## src/hw/rtl/rgb565_color_slew_tracker_defines.svh

```systemverilog
// Assertion macros for the RGB565 color slew tracker.
// Used by the top level; expects clk and rst_n in scope at the point of use.
`ifndef RGB565_COLOR_SLEW_TRACKER_DEFINES_SVH
`define RGB565_COLOR_SLEW_TRACKER_DEFINES_SVH

`ifndef SYNTHESIS
// Same-cycle implication, disabled during reset.
`define CST_ASSERT_SAME(label, ante, cons, msg) \
    label: assert property (@(posedge clk) disable iff (!rst_n) (ante) |-> (cons)) \
        else $error(msg);
// Next-cycle implication, disabled during reset.
`define CST_ASSERT_NEXT(label, ante, cons, msg) \
    label: assert property (@(posedge clk) disable iff (!rst_n) (ante) |=> (cons)) \
        else $error(msg);
`else
`define CST_ASSERT_SAME(label, ante, cons, msg)
`define CST_ASSERT_NEXT(label, ante, cons, msg)
`endif

`endif

```

## src/hw/rtl/cst_pkg.sv

```systemverilog
// Shared types, operation codes and RGB565 helpers for the color slew tracker.
// No dependencies; imported by every module of the block.
`timescale 1ns / 1ps
`default_nettype none

package cst_pkg;

    localparam logic [6:0] WHEEL_MAX = 7'd95;

    typedef enum logic [2:0] {
        OP_LOAD_CURRENT = 3'd0,
        OP_LOAD_TARGET  = 3'd1,
        OP_WHEEL        = 3'd2,
        OP_WHEEL_BRIGHT = 3'd3,
        OP_STEP         = 3'd4
    } cst_op_t;

    typedef struct packed {
        logic [2:0]  operation;
        logic [15:0] color_value;
        logic [6:0]  wheel_position;
    } cst_req_t;

    typedef struct packed {
        logic [15:0] current_color;
        logic [15:0] half_color;
        logic [15:0] quarter_color;
        logic [6:0]  last_wheel;
    } cst_rsp_t;

    // Shift each channel right by one and repack.
    function automatic logic [15:0] dim_half(input logic [15:0] c);
        dim_half = {1'b0, c[15:12], 1'b0, c[10:6], 1'b0, c[4:1]};
    endfunction

    // Shift each channel right by two and repack.
    function automatic logic [15:0] dim_quarter(input logic [15:0] c);
        dim_quarter = {2'b00, c[15:13], 2'b00, c[10:7], 2'b00, c[4:2]};
    endfunction

endpackage

`default_nettype wire

```

## src/hw/rtl/cst_wheel.sv

```systemverilog
// Color-wheel position to RGB565 target color, with clamp of the position.
// Depends on cst_pkg.
`timescale 1ns / 1ps
`default_nettype none

module cst_wheel (
    input  wire logic [6:0]  position,
    input  wire logic        bright,
    output logic      [6:0]  clamped,
    output logic      [15:0] color
);
    import cst_pkg::*;

    logic [4:0] r;
    logic [4:0] g;
    logic [4:0] b;
    logic [4:0] lo;
    logic [4:0] full;

    always_comb
    begin
        clamped = (position > WHEEL_MAX) ? WHEEL_MAX : position;
        lo      = clamped[4:0];
        full    = bright ? 5'd31 : 5'd0;
        // Within each 32-wide segment, 31 - offset is the inverted offset.
        if (clamped < 7'd32)
        begin
            r = full;
            g = lo;
            b = ~lo;
        end
        else if (clamped < 7'd64)
        begin
            r = lo;
            g = ~lo;
            b = full;
        end
        else
        begin
            r = ~lo;
            g = full;
            b = lo;
        end
        color = {r, g, 1'b0, b};
    end

endmodule

`default_nettype wire

```

## src/hw/rtl/cst_step.sv

```systemverilog
// One slew step of an RGB565 color toward a target color.
// Depends on cst_pkg.
`timescale 1ns / 1ps
`default_nettype none

module cst_step (
    input  wire logic [15:0] current,
    input  wire logic [15:0] target,
    output logic      [15:0] stepped
);
    import cst_pkg::*;

    logic [4:0] r;
    logic [4:0] b;
    logic [5:0] g;
    logic [4:0] tr;
    logic [4:0] tb;
    logic [6:0] g_wide;
    logic [6:0] tg_wide;

    always_comb
    begin
        tr      = target[15:11];
        tb      = target[4:0];
        g_wide  = {1'b0, current[10:5]};
        tg_wide = {1'b0, target[10:5]};

        r = current[15:11];
        if (r > tr)
            r = r - 5'd1;
        else if (r < tr)
            r = r + 5'd1;

        b = current[4:0];
        if (b > tb)
            b = b - 5'd1;
        else if (b < tb)
            b = b + 5'd1;

        // Green moves two counts, and holds when within one of the target.
        g = current[10:5];
        if (g_wide > tg_wide + 7'd1)
            g = g - 6'd2;
        else if (g_wide + 7'd1 < tg_wide)
            g = g + 6'd2;

        stepped = {r, g, b};
    end

endmodule

`default_nettype wire

```

## src/hw/rtl/rgb565_color_slew_tracker.sv

```systemverilog
// Top level of the RGB565 color slew tracker: request register, state, result register.
// Depends on cst_pkg, cst_wheel, cst_step and rgb565_color_slew_tracker_defines.svh.
`timescale 1ns / 1ps
`default_nettype none

// The tracker holds a current RGB565 color, a target color and the last
// color-wheel position. Each request loads the current color, loads the
// target, sets the target from a wheel position (clamped to 95; plain or
// bright variant, wheel green doubled into the 6-bit field), or steps the
// current color toward the target (red and blue by one count, green by two
// when more than one count away). Codes 5 to 7 change nothing. Every request
// returns exactly one result: the current color after the request, its half
// and quarter brightness versions, and the latched wheel position.
// Rate: one request per cycle sustained while result_ready is high. A request
// is captured in the request register, evaluated there by the wheel and step
// logic and written to the result register together with the state update
// once the result register is free or draining. The result register lets a
// new request enter while an earlier result waits; the pipe holds up to two
// requests when the result side stalls.
module rgb565_color_slew_tracker (
    input  wire logic            clk,
    input  wire logic            rst_n,
    input  wire logic            request_valid,
    output logic                 request_ready,
    input  wire cst_pkg::cst_req_t request,
    output logic                 result_valid,
    input  wire logic            result_ready,
    output cst_pkg::cst_rsp_t    result
);
    import cst_pkg::*;

    `include "rgb565_color_slew_tracker_defines.svh"

    // Request stage
    logic     req_valid_reg;
    logic     req_valid_next;
    cst_req_t req_item_reg;

    // Block state
    logic [15:0] current_rgb_reg;
    logic [15:0] current_rgb_next;
    logic [15:0] target_rgb_reg;
    logic [15:0] target_rgb_next;
    logic [6:0]  wheel_latch_reg;
    logic [6:0]  wheel_latch_next;

    // Result stage
    logic     rsp_valid_reg;
    logic     rsp_valid_next;
    cst_rsp_t rsp_item_reg;
    cst_rsp_t rsp_item_next;

    logic        advance;
    logic [6:0]  wheel_clamped;
    logic [15:0] wheel_color;
    logic [15:0] step_color;

    cst_wheel u_wheel (
        .position (req_item_reg.wheel_position),
        .bright   (req_item_reg.operation == OP_WHEEL_BRIGHT),
        .clamped  (wheel_clamped),
        .color    (wheel_color)
    );

    cst_step u_step (
        .current (current_rgb_reg),
        .target  (target_rgb_reg),
        .stepped (step_color)
    );

    // Advance the held request when the result register is free or draining.
    assign advance       = req_valid_reg && (!rsp_valid_reg || result_ready);
    assign request_ready = !req_valid_reg || advance;
    assign result_valid  = rsp_valid_reg;
    assign result        = rsp_item_reg;

    always_comb
    begin
        current_rgb_next = current_rgb_reg;
        target_rgb_next  = target_rgb_reg;
        wheel_latch_next = wheel_latch_reg;

        case (cst_op_t'(req_item_reg.operation))
            OP_LOAD_CURRENT: current_rgb_next = req_item_reg.color_value;
            OP_LOAD_TARGET:  target_rgb_next  = req_item_reg.color_value;
            OP_WHEEL,
            OP_WHEEL_BRIGHT:
            begin
                target_rgb_next  = wheel_color;
                wheel_latch_next = wheel_clamped;
            end
            OP_STEP:         current_rgb_next = step_color;
            default:         ;  // unused codes: hold state
        endcase

        rsp_item_next.current_color = current_rgb_next;
        rsp_item_next.half_color    = dim_half(current_rgb_next);
        rsp_item_next.quarter_color = dim_quarter(current_rgb_next);
        rsp_item_next.last_wheel    = wheel_latch_next;

        // Hold the request stage full if a new request replaces the one leaving.
        req_valid_next = request_valid && request_ready ? 1'b1 :
                         (advance ? 1'b0 : req_valid_reg);
        // Drop the result once taken, unless a new one arrives.
        rsp_valid_next = advance ? 1'b1 :
                         (result_ready ? 1'b0 : rsp_valid_reg);
    end

    always_ff @(posedge clk or negedge rst_n)
    begin
        if (!rst_n)
        begin
            req_valid_reg   <= 1'b0;
            rsp_valid_reg   <= 1'b0;
            current_rgb_reg <= 16'd0;
            target_rgb_reg  <= 16'd0;
            wheel_latch_reg <= 7'd0;
        end
        else
        begin
            req_valid_reg <= req_valid_next;
            rsp_valid_reg <= rsp_valid_next;
            if (advance)
            begin
                current_rgb_reg <= current_rgb_next;
                target_rgb_reg  <= target_rgb_next;
                wheel_latch_reg <= wheel_latch_next;
            end
        end
    end

    always_ff @(posedge clk)
    begin
        if (request_valid && request_ready)
            req_item_reg <= request;
        if (advance)
            rsp_item_reg <= rsp_item_next;
    end

    // Checks
    `CST_ASSERT_NEXT(a_blocked_request_held, req_valid_reg && !advance, req_valid_reg, "blocked request lost from request stage")
    `CST_ASSERT_NEXT(a_load_current, advance && (req_item_reg.operation == OP_LOAD_CURRENT), current_rgb_reg == $past(req_item_reg.color_value), "load current did not update state")
    `CST_ASSERT_SAME(a_wheel_in_range, rsp_valid_reg, rsp_item_reg.last_wheel <= WHEEL_MAX, "latched wheel position above range")
    `CST_ASSERT_SAME(a_quarter_matches, rsp_valid_reg, rsp_item_reg.quarter_color == dim_quarter(rsp_item_reg.current_color), "quarter color mismatch")

endmodule

`default_nettype wire
```

## config.mk

```make
export PLATFORM = sky130hd
export DESIGN_NAME = rgb565_color_slew_tracker
export DESIGN_NICKNAME = d
export VERILOG_FILES = /design/src/hw/rtl/cst_pkg.sv /design/src/hw/rtl/cst_wheel.sv /design/src/hw/rtl/cst_step.sv /design/src/hw/rtl/rgb565_color_slew_tracker.sv
export VERILOG_INCLUDE_DIRS = /design/src /design/src/hw/rtl
export SDC_FILE = /design/constraint.sdc
export NUM_CORES = 1
export LEC_CHECK = 0
export ABC_AREA = 1
export BUFFER_PORTS_ARGS = -buffer_cell sky130_fd_sc_hd__buf_4
export CORE_ASPECT_RATIO = 1.1
export CORE_MARGIN = 2
export CORE_UTILIZATION = 53
export DETAILED_ROUTE_END_ITERATION = 12
export PLACE_DENSITY = 0.87
export SLEW_MARGIN = 15
export SYNTH_ARGS = -nofsm -noshare
export SYNTH_HDL_FRONTEND = slang
export SYNTH_HIERARCHICAL = 1
export SYNTH_SLANG_ARGS = --single-unit
```

## constraint.sdc

```tcl
create_clock -name clk -period 2.1 [get_ports clk]
set_input_delay 0.21 -clock clk [delete_from_list [all_inputs] [get_ports clk]]
set_output_delay 0.21 -clock clk [all_outputs]
set_load 0.05 [all_outputs]
```

== Yosys cells after proc, flatten, opt, wreduce, memory -nomap -nowiden ==
Cells that the tools add are included.
Cells by class
  add/subtract/negate cells: 8
  $lt $le $gt $ge: 9
  equal/unequal tests: 4
  mux-type cells: 21
  bitwise logic cells: 1
  reductions and logical operators: 12
Operator list (count)
  one-hot mux 16 bit (2 select lines): 2
  2-to-1 mux 5 bit: 11
  adder 6 x 1 -> 7 bit (second input constant): 2
  2-to-1 mux 7 bit: 2
  2-to-1 mux 6 bit: 2
  adder 5 x 1 -> 5 bit (second input constant): 2
  > comparator 5 bit: 2
  less-than comparator 5 bit: 2
  subtractor 5 x 1 -> 5 bit (second input constant): 2
  > comparator 6 x 7 -> 1 bit: 1
  > comparator 7 bit (second input constant): 1
  less-than comparator 7 x 6 -> 1 bit: 1
  less-than comparator 7 x 6 -> 1 bit (second input constant): 1
  less-than comparator 7 bit (second input constant): 1
  adder 6 x 2 -> 6 bit (second input constant): 1
  == test 3 x 2 -> 1 bit (second input constant): 2
  nonzero test 2 bit: 3
  subtractor 6 x 2 -> 6 bit (second input constant): 1
  NOT 5 bit: 1
  2-to-1 mux 1 bit: 4
  == test 3 x 1 -> 1 bit (second input constant): 1
  == test 3 bit (second input constant): 1
  zero test 3 bit: 1
  logical AND 1 bit: 2
  other kinds (4): 6
Word-level totals
  register bits: 113
  input bits: 30
  output and inout port bits: 57
  logic and storage cells: 67

== Depth between registers and ports, before layout ==
  word-level depth: 6
  depth in mapped cells: 20

== Modules after synthesis ==
The synthesis kept the hierarchy.
Modules (own cells, without submodules)
  rgb565_color_slew_tracker: instances 1, cells each 412, area an instance 4110.2 µm², seq. area each 2497.4 µm²
  cst_step: instances 1, cells each 246, area an instance 1520.2 µm², seq. area each 0.0 µm²
  cst_wheel: instances 1, cells each 73, area an instance 405.4 µm², seq. area each 0.0 µm²

== Worst setup path after synthesis ==
Ideal clock, no wire load.
  path type: register to register
  start point: reg current_rgb_reg[7]
  end point: reg rsp_item_reg, in the netlist result[48], data pin
  setup time: 0.262 ns
  arrival time: 2.070 ns
  required time: 1.838 ns
  setup slack: -0.232 ns
  stages on the path, launching flop included: 17
  path through: dfrtp_1 -> ha_1 -> nand3_1 -> nand2_1 -> nand2_1 -> o21ai_0 -> inv_1 -> ha_1 -> and3_1 -> nand2_1 -> nand2_4 -> nand2_1 -> nand2_1 -> nand2_1 -> nand2_1 -> nand3_1 -> nand3_2
On the way
  word-level cells in the longest chain between the ends: 5
  elaborated cells on any way between the ends: 8
  those cells by class: add/sub: 3; order compare: 2; mux: 3
Ends and longest elaborated chain
  start, declared: line rgb565_color_slew_tracker.sv:40  | logic [15:0] current_rgb_reg;
  start signal, assigned: line rgb565_color_slew_tracker.sv:125  | current_rgb_reg <= current_rgb_next;
  adder 6 x 1 -> 7 bit: line cst_step.sv:44  | else if (g_wide + 7'd1 < tg_wide)
  less-than comparator 7 x 6 -> 1 bit: line cst_step.sv:44
  2-to-1 mux 6 bit: line cst_step.sv:44
  2-to-1 mux 6 bit *: line cst_step.sv:42  | if (g_wide > tg_wide + 7'd1)
  net step_color[9]: line rgb565_color_slew_tracker.sv:56  | logic [15:0] step_color;
  one-hot mux 16 bit (2 select lines) *: line rgb565_color_slew_tracker.sv:83  | case (cst_op_t'(req_item_reg.operation))
  net current_rgb_next[9]: line rgb565_color_slew_tracker.sv:41  | logic [15:0] current_rgb_next;
  end signal, assigned: line rgb565_color_slew_tracker.sv:137  | rsp_item_reg <= rsp_item_next;
  end, declared: line rgb565_color_slew_tracker.sv:50  | cst_rsp_t rsp_item_reg;
The timed path passes the listed nets; every way through them passes the cells marked *.
A chain may end at the register's enable or synchronous reset.

== Worst setup path in the final report ==
  start point: reg current_rgb_reg[6]
  end point: reg rsp_item_reg, in the netlist result[46], data pin
Same word-level chain as after synthesis.

==> out/summary.txt <==
# diodes -> 0
Async SR Flop Fraction -> 45.6%
Global-route wire length before repair -> 22600 um
Die area -> 0.0123 mm^2
# DRC -> 0
Area growth syn-to-layout -> 17.4%
Post-synth cell types -> 37
Main combinational cell family by area after synthesis -> simple AND/OR/NAND/NOR gates
Primary FF master, synth -> edfxtp_1
Register bit total from synthesis -> 90
Vias -> 5033
Vias in the first global route -> 4660
Buf+Inv Stages, Crit Path -> 1
Synth Instances -> 731
Clk Latency, worst-skew pair -> 0.35 ns
Fmax -> 0.435 GHz
Chip height -> 116 um
YS warnings -> 6
Crit path cell chain -> ha_4 > xnor2_2 > nand2_1 > o21ai_0 > inv_1 > ha_1 > nand2_1 > nand2_1 > nand2_2 > nand2_2 > nor2_4 > nand3_1 > nand3_2 > nand2_2 > nand3_2 > nand3_2
Max Cap Viol -> 0
Post-Syn Area -> 0.00604 mm^2
Crit path DAT -> 2.39 ns
Pin count of the biggest net entering global routing -> 42
DP Worst Slack -> -0.117 ns
Hold crit path type -> in -> reg
Crit path launch type -> flip-flop
Number of synthesized flops with an enable pin -> 49
Grt total ovfl -> 0
Simple-Gate Fraction of Synth Area -> 35.8%
Dpl hpwl -> 9810 um
Outcome -> finished, violations left
Fin crit share -> 110%
Worst VDD drop -> 733 uV
Failing checks -> negative setup slack
Crit-path max FO -> 5
Final Max Tran Viols -> 0
GRT Total Usage -> 23.6%
Adder-Cell Fraction of Synth Area -> 6.22%
Clk sinks -> 90
Hold Fails Final Rpt -> 0
Setup violations, final -> 10
Clock period minus worst slack -> 2.30 ns
Final ANT Viol Nets -> 0
Setup ws final -> -0.201 ns
Initial core utilization -> 54.8%
Critical path class -> reg -> reg
Worst Path Required -> 2.19 ns
Die X-Extent -> 106 um
Largest delay contributor family on the critical path -> simple AND/OR/NAND/NOR gates
Pre-antenna DRT Iters -> 5
Maximum clock insertion buffer count -> 2
Initial DRC count -> 347
CP max stage delay -> 0.45 ns
Final nets -> 864
Total CTS buffers -> 9
Largest register FFs -> 26
CTS H-tree depth -> 3
XOR/XNOR share of the synthesized area -> 3.63%
Layout cells sized above 1 -> 25.8%
Initial antenna violation count -> 0
Slew HR -> 61.3%
Leak pwr -> 0.00360 uW
CP max-delay cell -> dfrtp_2
Drt via density -> 5.26
Setup TNS -> -1.66 ns
Clock skew -> 0.00777 ns
CTS tree -> yes
Pwr dens -> 1470 mW/mm^2
Sequential area share after synthesis -> 41.4%
RSZ-0062 raised after global routing -> true
Least-Margin Pin Slew -> 0.579 ns
RD Place Congestion -> 0.932
Mapped Avg Cell Area -> 8.26 um^2
Root Driver -> clkbuf_16
IO Count -> 87
Post-DR wirelength/cell -> 14.5 um
Synth Area in Compound Gates -> 1.78%
Crit end category -> flip-flop
Core area -> 0.0110 mm^2
Routed WL -> 13900 um
Cell Rows -> 40
Mux contribution to synthesized area -> 0%
Clock transition at path regs -> 0.07 ns
# fillers -> 900
PortBufs -> 77
-- where the power goes --
| part | switching (uW) | internal [uW] | leakage [uW] | total, uW |
|---|---|---|---|---|
| registers | 377 | 2410 | 0.000997 | 2790 |
| logic | 3820 | 2180 | 0.00246 | 6010 |
| clock network | 699 | 927 | 0.000139 | 1630 |
-- final cells by class --
cell class	count	area, um^2	share of cell area, %
multi-input combinational	531	3000	42.3
sequential	90	2500	35.3
timing repair buffer	115	878	12.4
clock buffer	10	229	3.23
inverter	57	225	3.18
tap	147	184	2.60
clock inverter	6	67.6	0.953
-- per-stage QoR --
step           total power, uW  utilization (%)  std cells  hold slack [ns]  area (um^2)
5_1_grt                  11200             64.4        956           0.0156         7090
4_1_cts                  10200             63.7        955           0.0250         7010
2_1_floorplan             7180                -        739          -0.0856         6110
3_3_place_gp              8310             60.9        938            0.243         6710
3_5_place_dp              8480             60.9        938            0.252         6710
6_report                 10400             64.4        956           0.0333         7090
-- cells in the final DEF (no fill, tap or decap), drive strengths merged --
cell type / synthesis / routed
xnor2: 4 / 4
ha: 30 / 30
edfxtp: 49 / 49
o21ai: 10 / 10
conb: 2 / 10
buf: 58 / 114
nor3: 4 / 4
bufinv: 0 / 1
xor2: 21 / 21
nor2: 15 / 15
o211ai: 2 / 2
clkinvlp: 0 / 3
clkinv: 0 / 2
a21oi: 4 / 4
nand3b: 5 / 5
nand3: 118 / 118
clkbuf: 3 / 10
nand4: 5 / 5
and3: 1 / 1
dfrtp: 41 / 41
dlygate4sd3: 0 / 1
nand2: 300 / 300
a21o: 2 / 2
inv: 57 / 57
-- synthesized netlist by cell type, types with 3 or more instances --
cell	count	area share, %
buf_6	7	1.3
nand2_2	15	1.6
nand3_2	10	1.7
inv_2	5	0.31
dfrtp_1	41	17
buf_2	8	0.66
nand3_1	107	8.9
clkbuf_1	3	0.19
nor2_4	4	0.75
inv_1	49	3.0
ha_1	30	6.2
edfxtp_1	49	24
nand4_1	3	0.31
nand2_1	275	17
xnor2_1	4	0.58
nand2_4	9	1.7
inv_4	3	0.31
o21ai_0	8	0.66
nor3_1	3	0.25
nor2_1	8	0.50
nand3b_1	5	0.62
xor2_1	21	3.0
buf_4	42	5.2
-- worst reg2reg max path: stages (launching register included) --
cell and delay, ns:
dfrtp_2 0.45, ha_4 0.20, xnor2_2 0.14, nand2_1 0.06
o21ai_0 0.07, inv_1 0.07, ha_1 0.17, nand2_1 0.06
nand2_1 0.06, nand2_2 0.07, nand2_2 0.06, nor2_4 0.19
nand3_1 0.13, nand3_2 0.10, nand2_2 0.06, nand3_2 0.07
nand3_2 0.10
-- per-layer routing --
metal	vias up	GRT usage, %	share of wire [%]
li1	2472	-	-
met1	2346	30.0	42
met2	192	40.7	50
met3	23	4.33	5.7
met4	0	8.16	1.8
met5	-	0	0
-- kinds of logic (layout without fill, tap and decap cells) --
group           Yosys count  in the layout
compound gates           18             18
xor+xnor                 25             25
other cells               2             10
flops                    90             90
buf+inv                 118            188
simple gates            448            448
fa+ha+maj                30             30
-- what timing repair did --
action                                 CTS  global route
setup endpoints to repair               10            11
hold buffers                             1             0
setup buffers                            0             1
resized for setup                        0            16
pin swaps                                2            12
cloned                                   0             0
endpoints found under the hold margin   41             0
-- final timing paths --
kind	start	endpoint	slack [ns]	cells past startpoint
min reg2reg	wheel_latch_reg[4]	wheel_latch_reg[4]	0.49	2
max	current_rgb_reg[6]	result[46]	-0.20	16
max reg2reg	current_rgb_reg[6]	result[46]	-0.20	16
max in group asynchronous	rst_n	current_rgb_reg[9]	1.27	2
min	request[3]	req_item_reg[3]	0.03	1
min in group asynchronous	rst_n	current_rgb_reg[2]	0.40	2
(Power assumes the default switching activity.)
